## src/rtl/rrcs_pkg.sv

```systemverilog
// Shared types and fixed field widths of the round-robin completion scheduler.
// No dependencies; imported by the engine, the top level and the checker.
`timescale 1ns / 1ps
`default_nettype none

package rrcs_pkg;

	// Field widths of the input, configuration and result items
	localparam int ARR_W   = 16;
	localparam int BURST_W = 16;
	localparam int QNT_W   = 16;
	localparam int IDXO_W  = 4;
	localparam int TAT_W   = 21;
	localparam int SUM_W   = 25;

	// Quantum after reset
	localparam logic [QNT_W-1:0] QNT_RESET = 16'd4;

	// At most this many completions of one set are reported
	localparam int MAX_RESULTS = 16;
	localparam int EMIT_W      = $clog2(MAX_RESULTS + 1);

	typedef struct packed {
		logic [IDXO_W-1:0] job_index;
		logic [TAT_W-1:0]  turnaround;
		logic [TAT_W-1:0]  waiting;
		logic [SUM_W-1:0]  total_waiting;
		logic [SUM_W-1:0]  total_turnaround;
		logic              last_result;
	} result_t;

endpackage

`default_nettype wire

```

## src/rtl/rrcs_engine.sv

```systemverilog
// Job store and round-robin walk sequencer of the completion scheduler.
// Holds the job memories and the simulation state; depends on rrcs_pkg.
`timescale 1ns / 1ps
`default_nettype none

module rrcs_engine
	import rrcs_pkg::*;
#(
	parameter int PROCS = 16
) (
	input  wire logic               clk,
	input  wire logic               arst_n,
	input  wire logic               in_valid,
	output logic                    in_ready,
	input  wire logic [ARR_W-1:0]   arrival_time,
	input  wire logic [BURST_W-1:0] burst_length,
	input  wire logic               is_last_job,
	input  wire logic [QNT_W-1:0]   quantum,
	input  wire logic               res_free,
	output logic                    res_load,
	output result_t                 res
);

	localparam int IDX_W = (PROCS > 1) ? $clog2(PROCS) : 1;
	localparam int CNT_W = $clog2(PROCS + 1);
	localparam int CLK_W = ARR_W + $clog2(PROCS + 1);
	localparam int JOB_W = ARR_W + BURST_W;

	typedef enum logic [9:0] {
		S_LOAD     = 10'b00_0000_0001,
		S_READ     = 10'b00_0000_0010,
		S_EXEC     = 10'b00_0000_0100,
		S_TAT      = 10'b00_0000_1000,
		S_WT       = 10'b00_0001_0000,
		S_OUT      = 10'b00_0010_0000,
		S_NEXT     = 10'b00_0100_0000,
		S_CHECK    = 10'b00_1000_0000,
		S_SCAN_RD  = 10'b01_0000_0000,
		S_SCAN_CMP = 10'b10_0000_0000
	} state_t;

	// Job memories: arrival and burst together, remaining time apart
	logic [JOB_W-1:0]   job_mem [PROCS];
	logic [BURST_W-1:0] rem_mem [PROCS];
	logic [JOB_W-1:0]   job_rd_q;
	logic [BURST_W-1:0] rem_rd_q;

	state_t             state_q;
	logic [IDX_W-1:0]   slot_q;
	logic [IDX_W-1:0]   scan_q;
	logic [CNT_W-1:0]   nload_q;
	logic [CNT_W-1:0]   left_q;
	logic [CLK_W-1:0]   clock_q;
	logic [SUM_W-1:0]   wsum_q;
	logic [SUM_W-1:0]   tsum_q;
	logic [PROCS-1:0]   fin_q;
	logic               prog_q;
	logic [ARR_W-1:0]   best_q;
	logic               found_q;
	logic [CLK_W-1:0]   tat_q;
	logic [CLK_W-1:0]   wt_q;
	logic [EMIT_W-1:0]  emit_q;

	logic               rd_en;
	logic [IDX_W-1:0]   rd_addr;
	logic               rem_we;
	logic [IDX_W-1:0]   rem_addr;
	logic [BURST_W-1:0] rem_wdata;
	logic               load_acc;
	logic               set_close;
	logic [CNT_W-1:0]   nload_inc;
	logic [ARR_W-1:0]   arr_rd;
	logic [BURST_W-1:0] burst_rd;
	logic [BURST_W-1:0] q_eff;
	logic [BURST_W-1:0] run;
	logic [BURST_W-1:0] rem_new;
	logic               runnable;
	logic [CNT_W-1:0]   slot_inc;
	logic [CNT_W-1:0]   scan_inc;
	logic               arr_due;
	logic               scan_hit;
	logic [ARR_W-1:0]   best_nxt;
	logic               found_nxt;
	logic [SUM_W-1:0]   wsum_nxt;
	logic [SUM_W-1:0]   tsum_nxt;
	logic               can_emit;

	assign in_ready  = (state_q == S_LOAD);
	assign load_acc  = in_valid && in_ready;
	assign nload_inc = nload_q + CNT_W'(1);
	assign set_close = is_last_job || (nload_inc == CNT_W'(PROCS));

	assign arr_rd   = job_rd_q[JOB_W-1:BURST_W];
	assign burst_rd = job_rd_q[BURST_W-1:0];

	// Run for the smaller of remaining time and quantum; zero quantum acts as one
	assign q_eff    = (quantum == '0) ? BURST_W'(1) : quantum;
	assign run      = (rem_rd_q < q_eff) ? rem_rd_q : q_eff;
	assign rem_new  = rem_rd_q - run;
	assign arr_due  = CLK_W'(arr_rd) <= clock_q;
	assign runnable = !fin_q[slot_q] && arr_due;

	assign slot_inc = CNT_W'(slot_q) + CNT_W'(1);
	assign scan_inc = CNT_W'(scan_q) + CNT_W'(1);

	// Earliest arrival later than the clock among unfinished jobs
	assign scan_hit  = !fin_q[scan_q] && (CLK_W'(arr_rd) > clock_q) &&
		(!found_q || (arr_rd < best_q));
	assign best_nxt  = scan_hit ? arr_rd : best_q;
	assign found_nxt = found_q || scan_hit;

	assign wsum_nxt = wsum_q + SUM_W'(wt_q);
	assign tsum_nxt = tsum_q + SUM_W'(tat_q);
	assign can_emit = emit_q < EMIT_W'(MAX_RESULTS);

	// Select the memory read address
	always_comb begin
		rd_en   = 1'b0;
		rd_addr = slot_q;
		case (state_q)
			S_READ: begin
				rd_en = 1'b1;
			end
			S_NEXT: begin
				rd_en   = slot_inc < nload_q;
				rd_addr = IDX_W'(slot_inc);
			end
			S_SCAN_RD: begin
				rd_en   = 1'b1;
				rd_addr = scan_q;
			end
			default: begin
				rd_en = 1'b0;
			end
		endcase
	end

	// Select the remaining-time write: load fills, a run updates
	always_comb begin
		rem_we    = 1'b0;
		rem_addr  = slot_q;
		rem_wdata = rem_new;
		if (load_acc) begin
			rem_we    = 1'b1;
			rem_addr  = nload_q[IDX_W-1:0];
			rem_wdata = burst_length;
		end else if (state_q == S_EXEC && runnable) begin
			rem_we = 1'b1;
		end
	end

	// Memory ports
	always_ff @(posedge clk) begin
		if (load_acc) begin
			job_mem[nload_q[IDX_W-1:0]] <= {arrival_time, burst_length};
		end
		if (rem_we) begin
			rem_mem[rem_addr] <= rem_wdata;
		end
		if (rd_en) begin
			job_rd_q <= job_mem[rd_addr];
			rem_rd_q <= rem_mem[rd_addr];
		end
	end

	// Result of the completion waiting in S_OUT
	assign res_load = (state_q == S_OUT) && res_free && can_emit;
	always_comb begin
		res.job_index        = IDXO_W'(slot_q);
		res.turnaround       = TAT_W'(tat_q);
		res.waiting          = TAT_W'(wt_q);
		res.total_waiting    = wsum_nxt;
		res.total_turnaround = tsum_nxt;
		res.last_result      = (left_q == CNT_W'(1));
	end

	// Advance the load and walk sequencer
	always_ff @(posedge clk or negedge arst_n) begin
		if (!arst_n) begin
			state_q <= S_LOAD;
			slot_q  <= '0;
			scan_q  <= '0;
			nload_q <= '0;
			left_q  <= '0;
			clock_q <= '0;
			wsum_q  <= '0;
			tsum_q  <= '0;
			fin_q   <= '0;
			prog_q  <= 1'b0;
			best_q  <= '0;
			found_q <= 1'b0;
			tat_q   <= '0;
			wt_q    <= '0;
			emit_q  <= '0;
		end else begin
			case (state_q)
				S_LOAD: begin
					if (load_acc) begin
						nload_q <= nload_inc;
						if (set_close) begin
							left_q  <= nload_inc;
							slot_q  <= '0;
							prog_q  <= 1'b0;
							emit_q  <= '0;
							state_q <= S_READ;
						end
					end
				end
				S_READ: begin
					state_q <= S_EXEC;
				end
				S_EXEC: begin
					if (runnable) begin
						clock_q <= clock_q + CLK_W'(run);
						prog_q  <= 1'b1;
						state_q <= (rem_new == '0) ? S_TAT : S_NEXT;
					end else begin
						state_q <= S_NEXT;
					end
				end
				S_TAT: begin
					tat_q   <= clock_q - CLK_W'(arr_rd);
					state_q <= S_WT;
				end
				S_WT: begin
					wt_q    <= tat_q - CLK_W'(burst_rd);
					state_q <= S_OUT;
				end
				S_OUT: begin
					if (res_free) begin
						left_q <= left_q - CNT_W'(1);
						if (can_emit) begin
							emit_q <= emit_q + EMIT_W'(1);
						end
						if (left_q == CNT_W'(1)) begin
							// Drop the set and wait for the next one
							nload_q <= '0;
							clock_q <= '0;
							wsum_q  <= '0;
							tsum_q  <= '0;
							fin_q   <= '0;
							state_q <= S_LOAD;
						end else begin
							fin_q[slot_q] <= 1'b1;
							wsum_q        <= wsum_nxt;
							tsum_q        <= tsum_nxt;
							state_q       <= S_NEXT;
						end
					end
				end
				S_NEXT: begin
					if (slot_inc < nload_q) begin
						state_q <= S_CHECK;
					end else if (!prog_q) begin
						scan_q  <= '0;
						found_q <= 1'b0;
						state_q <= S_SCAN_RD;
					end else begin
						prog_q  <= 1'b0;
						slot_q  <= '0;
						state_q <= S_READ;
					end
				end
				S_CHECK: begin
					// Next slot arrived: step on; if nothing ran, scan; else wrap to 0
					if (arr_due) begin
						slot_q  <= IDX_W'(slot_inc);
						state_q <= S_EXEC;
					end else if (!prog_q) begin
						scan_q  <= '0;
						found_q <= 1'b0;
						state_q <= S_SCAN_RD;
					end else begin
						prog_q  <= 1'b0;
						slot_q  <= '0;
						state_q <= S_READ;
					end
				end
				S_SCAN_RD: begin
					state_q <= S_SCAN_CMP;
				end
				S_SCAN_CMP: begin
					best_q  <= best_nxt;
					found_q <= found_nxt;
					if (scan_inc >= nload_q) begin
						if (found_nxt) begin
							clock_q <= CLK_W'(best_nxt);
						end
						prog_q  <= 1'b0;
						slot_q  <= '0;
						state_q <= S_READ;
					end else begin
						scan_q  <= IDX_W'(scan_inc);
						state_q <= S_SCAN_RD;
					end
				end
				default: begin
					state_q <= S_LOAD;
				end
			endcase
		end
	end

endmodule

`default_nettype wire

```

## src/rtl/round_robin_completion_scheduler_top.sv

```systemverilog
// Round-robin completion scheduler: job input, quantum write port and
// result output register around the walk engine. Depends on rrcs_pkg, rrcs_engine.
//
// Usage: jobs enter on the in channel (valid/ready), one per cycle while the
// block is loading. A job with is_last_job set, or the job that fills the
// last of PROCS slots, closes the set; the block then stops taking jobs and
// walks the set in round-robin order with a quantum of cfg_data units,
// written beforehand on the cfg channel (always ready). Each finished job
// gives one item on the out channel in completion order; the last carries
// last_result, after which loading resumes in the same cycle.
// Steps: a visit to a slot takes a memory read, a run and a look at the
// next slot, a completion adds the turnaround, waiting and output steps, and
// a pass that runs nothing scans the arrival memory, one read and compare per
// loaded slot, before jumping the clock. The single-port memory read sets them.
// A result waits in the output register; while the receiver stalls, the
// block holds the next completion and does not advance.
// Reset clears all control state and sets the quantum to 4; the job
// memories need no clearing because only loaded slots are read.
`timescale 1ns / 1ps
`default_nettype none

module round_robin_completion_scheduler_top
	import rrcs_pkg::*;
#(
	parameter int PROCS = 16
) (
	input  wire logic               clk,
	input  wire logic               arst_n,
	input  wire logic               cfg_valid,
	output logic                    cfg_ready,
	input  wire logic [QNT_W-1:0]   cfg_data,
	input  wire logic               in_valid,
	output logic                    in_ready,
	input  wire logic [ARR_W-1:0]   arrival_time,
	input  wire logic [BURST_W-1:0] burst_length,
	input  wire logic               is_last_job,
	output logic                    out_valid,
	input  wire logic               out_ready,
	output logic [IDXO_W-1:0]       job_index,
	output logic [TAT_W-1:0]        turnaround,
	output logic [TAT_W-1:0]        waiting,
	output logic [SUM_W-1:0]        total_waiting,
	output logic [SUM_W-1:0]        total_turnaround,
	output logic                    last_result
);

	logic [QNT_W-1:0] quantum_q;
	logic             out_valid_q;
	result_t          res_q;
	result_t          res;
	logic             res_load;
	logic             res_free;

	// Hold the quantum register
	assign cfg_ready = 1'b1;
	always_ff @(posedge clk or negedge arst_n) begin
		if (!arst_n) begin
			quantum_q <= QNT_RESET;
		end else if (cfg_valid) begin
			quantum_q <= cfg_data;
		end
	end

	rrcs_engine #(
		.PROCS (PROCS)
	) u_engine (
		.clk          (clk),
		.arst_n       (arst_n),
		.in_valid     (in_valid),
		.in_ready     (in_ready),
		.arrival_time (arrival_time),
		.burst_length (burst_length),
		.is_last_job  (is_last_job),
		.quantum      (quantum_q),
		.res_free     (res_free),
		.res_load     (res_load),
		.res          (res)
	);

	// Output register: take a new item when empty or being drained
	assign res_free = !out_valid_q || out_ready;
	always_ff @(posedge clk or negedge arst_n) begin
		if (!arst_n) begin
			out_valid_q <= 1'b0;
		end else if (res_load) begin
			out_valid_q <= 1'b1;
		end else if (out_ready) begin
			out_valid_q <= 1'b0;
		end
	end

	always_ff @(posedge clk) begin
		if (res_load) begin
			res_q <= res;
		end
	end

	assign out_valid        = out_valid_q;
	assign job_index        = res_q.job_index;
	assign turnaround       = res_q.turnaround;
	assign waiting          = res_q.waiting;
	assign total_waiting    = res_q.total_waiting;
	assign total_turnaround = res_q.total_turnaround;
	assign last_result      = res_q.last_result;

endmodule

`default_nettype wire

```

## config.mk

```make
export PLATFORM = sky130hd
export DESIGN_NAME = round_robin_completion_scheduler_top
export DESIGN_NICKNAME = d
export VERILOG_FILES = /design/src/rtl/rrcs_pkg.sv /design/src/rtl/rrcs_engine.sv /design/src/rtl/round_robin_completion_scheduler_top.sv
export SDC_FILE = /design/constraint.sdc
export NUM_CORES = 2
export LEC_CHECK = 0
export BUFFER_PORTS_ARGS = -buffer_cell sky130_fd_sc_hd__buf_2
export CAP_MARGIN = 30
export CORE_MARGIN = 8
export CORE_UTILIZATION = 25
export CTS_CLUSTER_SIZE = 30
export DETAILED_ROUTE_END_ITERATION = 12
export GPL_ROUTABILITY_DRIVEN = 0
export GPL_TIMING_DRIVEN = 0
export PLACE_DENSITY = 0.47
export SLEW_MARGIN = 20
export SYNTH_ARGS = -nofsm -noshare
export SYNTH_HDL_FRONTEND = slang
export SYNTH_HIERARCHICAL = 1
export SYNTH_SLANG_ARGS = --single-unit
```

## constraint.sdc

```tcl
create_clock -name clk -period 12.85 [get_ports clk]
set_input_delay 1.285 -clock clk [delete_from_list [all_inputs] [get_ports clk]]
set_output_delay 1.285 -clock clk [all_outputs]
set_load 0.005 [all_outputs]
```

==> results.md <==
- Worst r2r dst: u_engine/rem_mem[5][14]
- Number of synthesized register bits: 1,110
- Pins Over Slew Limit: 0
- Mapped Nets: 4,026
- Fin cells: 6,877
- Crit path launch type: flip-flop
- Post-synth EDFFs: 913
- Post-synthesis cell area: 50,070 sq um
- CTS hold repair buffers: 0
- Final WL: 153,700 um
- Gr usage total: 13.70%
- Worst min path class: in -> async
- Cts repair resizes: 0
- DP Area: 54,920 sq um
- Status: finished clean
- Number of global-route vias before repair: 31,830
- Register area share after synthesis: 64.61%
- Die area: 214,800 sq um
- Total power density per cell area: 165.4 nW/um^2
- Worst skew pair latency: 790 ps
- Clk buf depth: 3
- R2r worst-path depth: 21
- Site Rows: 164
- Fin nets: 4,336
- FMAX: 155.6 MHz
- RSZ-0062 raised after global routing: no
- R2r setup slk: 6420 ps
- Antenna violations before repair: 12
- Mean Syn Cell Area: 13.14 sq um
- Clk sinks: 1,110
- Top cell type's share of synthesized area: 54.76%
- Synth top area cells: edfxtp_1 (55%), dfrtp_1 (9.7%), ha_1 (3.9%)
- First-pass GRT wire length: 223,200 um
- # Post-CTS Setup Buffers: 0
- Top-count cell post-synth: edfxtp_1
- Largest net degree at the start of global routing: 84
- Drt first pass iters: 5
- DR vias/cell: 4.715
- CP Capture Type: flip-flop
- Fin util: 29.49%
- Core area: 199,500 sq um
- Port Buffers: 151
- Synth area leader: edfxtp_1
- Max FO, Critical Path: 16
- H-tree levels: 3
- Die width: 463.5 um
- Critical path class: reg -> reg
- Starting Density: 25.10%
- Clock-pin transition on the worst setup and hold timing paths: 70 ps
- CTS Buf Count: 119
- Yosys cell types: 88
- Die H: 463.5 um
- Critical Path RT: 13,370 ps
- Number of max-cap violations: 0
- Hold slack: 474.7 ps
- Pleak: 21.23 nW
- Post-route ant nets: 0
- DR WL/cell: 22.34 um
- Grt ovf: 0
- Total negative slack: 0 ps
- Worst vdd ir: 0.1241 mV
- Ys flop type: edfxtp_1
- Share of cells above drive strength 1: 13.23%
- Root Buffer: clkbuf_16
- Drc violations: 0
- Finish-stage setup viols: 0
- Vias: 32,420
- Post-placement cell count: 6,652
- Tmin final: 6428 ps
- Num ports: 154
- P&R area growth vs syn: 17.48%
- Design area: 58,820 sq um
- Post-synth top cells: edfxtp_1 (913), nand2_1 (461), dfrtp_1 (195)
- Post-synthesis cell count: 3,810
- Worst r2r src: quantum_q[1]
- Synth warn: 6
- Worst clock skew: 93.62 ps
- DRT iter0 DRCs: 2,617
- Least-Margin Pin Slew: 1087 ps
- Final period util: 50.02%
- Slew margin rel.: 27.56%
- Layout fillers: 20,200
- Crit path DAT: 6950 ps
- Fraction of registers with async set/reset: 17.75%
- Final hold violation count: 0
- CTS tree: yes
- DP Wirelength: 110,300 um
==> area by class of cell <==
type,count,area (sq um),share of cell area (%)
Clock buffer,150,3154,5.363
Antenna cell,4,10.01,0.01702
Buffer,201,930.9,1.583
Sequential cell,1110,32350,55.00
Clock inverter,68,703.2,1.195
Multi-Input combinational cell,2375,16510,28.06
Inverter,124,465.4,0.7913
Timing Repair Buffer,189,1378,2.342
Tap cell,2656,3323,5.650
==> critical path, stage by stage, from the launching register on <==
cell,delay (ps)
dfrtp_1,490
inv_1,120
ha_1,270
o21ai_0,250
o21bai_1,130
a211oi_1,250
nand3_1,120
a21oi_1,300
clkbuf_1,420
mux2i_1,430
ha_1,260
inv_1,70
fa_1,430
a211oi_1,330
o21bai_1,140
a2111oi_0,650
or2_2,240
o21ai_0,160
or4_1,430
nand3_1,170
nand2_1,130
nand2_1,440
==> layout by cell type (no fill, tap or decap), types with 68 or more instances in the layout <==
cell | netlist | layout
a31oi_1 | 127 | 123
o21ai_0 | 150 | 145
ha_1 | 156 | 156
clkbuf_16 | 0 | 119
and2_1 | 99 | 83
a21oi_1 | 101 | 97
a211oi_1 | 157 | 157
dfrtp_1 | 195 | 195
nand2_1 | 461 | 461
edfxtp_1 | 913 | 913
nor2_1 | 141 | 124
mux2i_1 | 114 | 114
inv_1 | 124 | 124
and2_0 | 68 | 68
clkbuf_1 | 132 | 157
buf_2 | 37 | 187
==> cells by family (layout without fill, tap and decap cells) <==
group | Yosys count | after routing | synth area share (%)
flip-flops | 1110 | 1110 | 64.61
AND/OR/NAND/NOR | 1019 | 1019 | 9.691
AO/OA/AOI/OAI | 893 | 893 | 12.58
buffers and inverters | 325 | 732 | 2.786
multiplexers | 190 | 190 | 4.266
adder cells (fa/ha/maj) | 162 | 162 | 4.138
XOR/XNOR | 110 | 110 | 1.924
other | 1 | 5 | 0.007490
==> power by group <==
group / total [mW] / leakage (nW) / internal (mW) / switching, mW
Combinational: 1.87 / 8.49 / 0.599 / 1.28
Sequential: 4.45 / 10.9 / 4.34 / 0.106
Clock: 3.41 / 1.88 / 1.92 / 1.49
==> metal layers <==
metal | GRT usage (%) | vias to the layer above | wire (um) | part of all wire (%)
li1 | - | 15070 | - | -
met1 | 19.31 | 16280 | 72140 | 47
met2 | 21.92 | 892 | 69860 | 45
met3 | 2.540 | 185 | 8328 | 5.4
met4 | 3.098 | 0 | 3325 | 2.2
met5 | 0 | - | 0 | 0
==> how the worst max path moves through the flow <==
stage / from / slack (ps) / endpoint
2_1_floorplan: u_engine/state_q[1] / 6110 / job_index[0]
3_3_place_gp: u_engine/state_q[1] / 2790 / turnaround[12]
3_5_place_dp: quantum_q[1] / 6400 / u_engine/rem_mem[5][14]
4_1_cts: quantum_q[1] / 6490 / u_engine/rem_mem[5][14]
5_1_grt: quantum_q[1] / 5940 / u_engine/rem_mem[0][14]
6_report: quantum_q[1] / 6420 / u_engine/rem_mem[5][14]
==> state kept, by name, summed over array words and instances, names as in the netlist, 21 cells and up <==
| register | cells |
|---|---|
| total_turnaround | 25 |
| total_waiting | 25 |
| turnaround | 21 |
| u_engine/clock_q | 21 |
| u_engine/job_mem | 512 |
| u_engine/job_rd_q | 32 |
| u_engine/rem_mem | 256 |
| u_engine/tat_q | 21 |
| u_engine/tsum_q | 25 |
| u_engine/wsum_q | 25 |
| u_engine/wt_q | 21 |
| waiting | 21 |
==> metrics by stage <==
stage                     power, mW  setup slack [ps]
after floorplan               5.611              6108
after global placement        6.306              2789
after detailed placement      6.381              6397
after CTS                     9.827              6486
after global routing          10.15              5939
final                         9.732              6422
No activity file was read; power rests on OpenSTA's default activity.
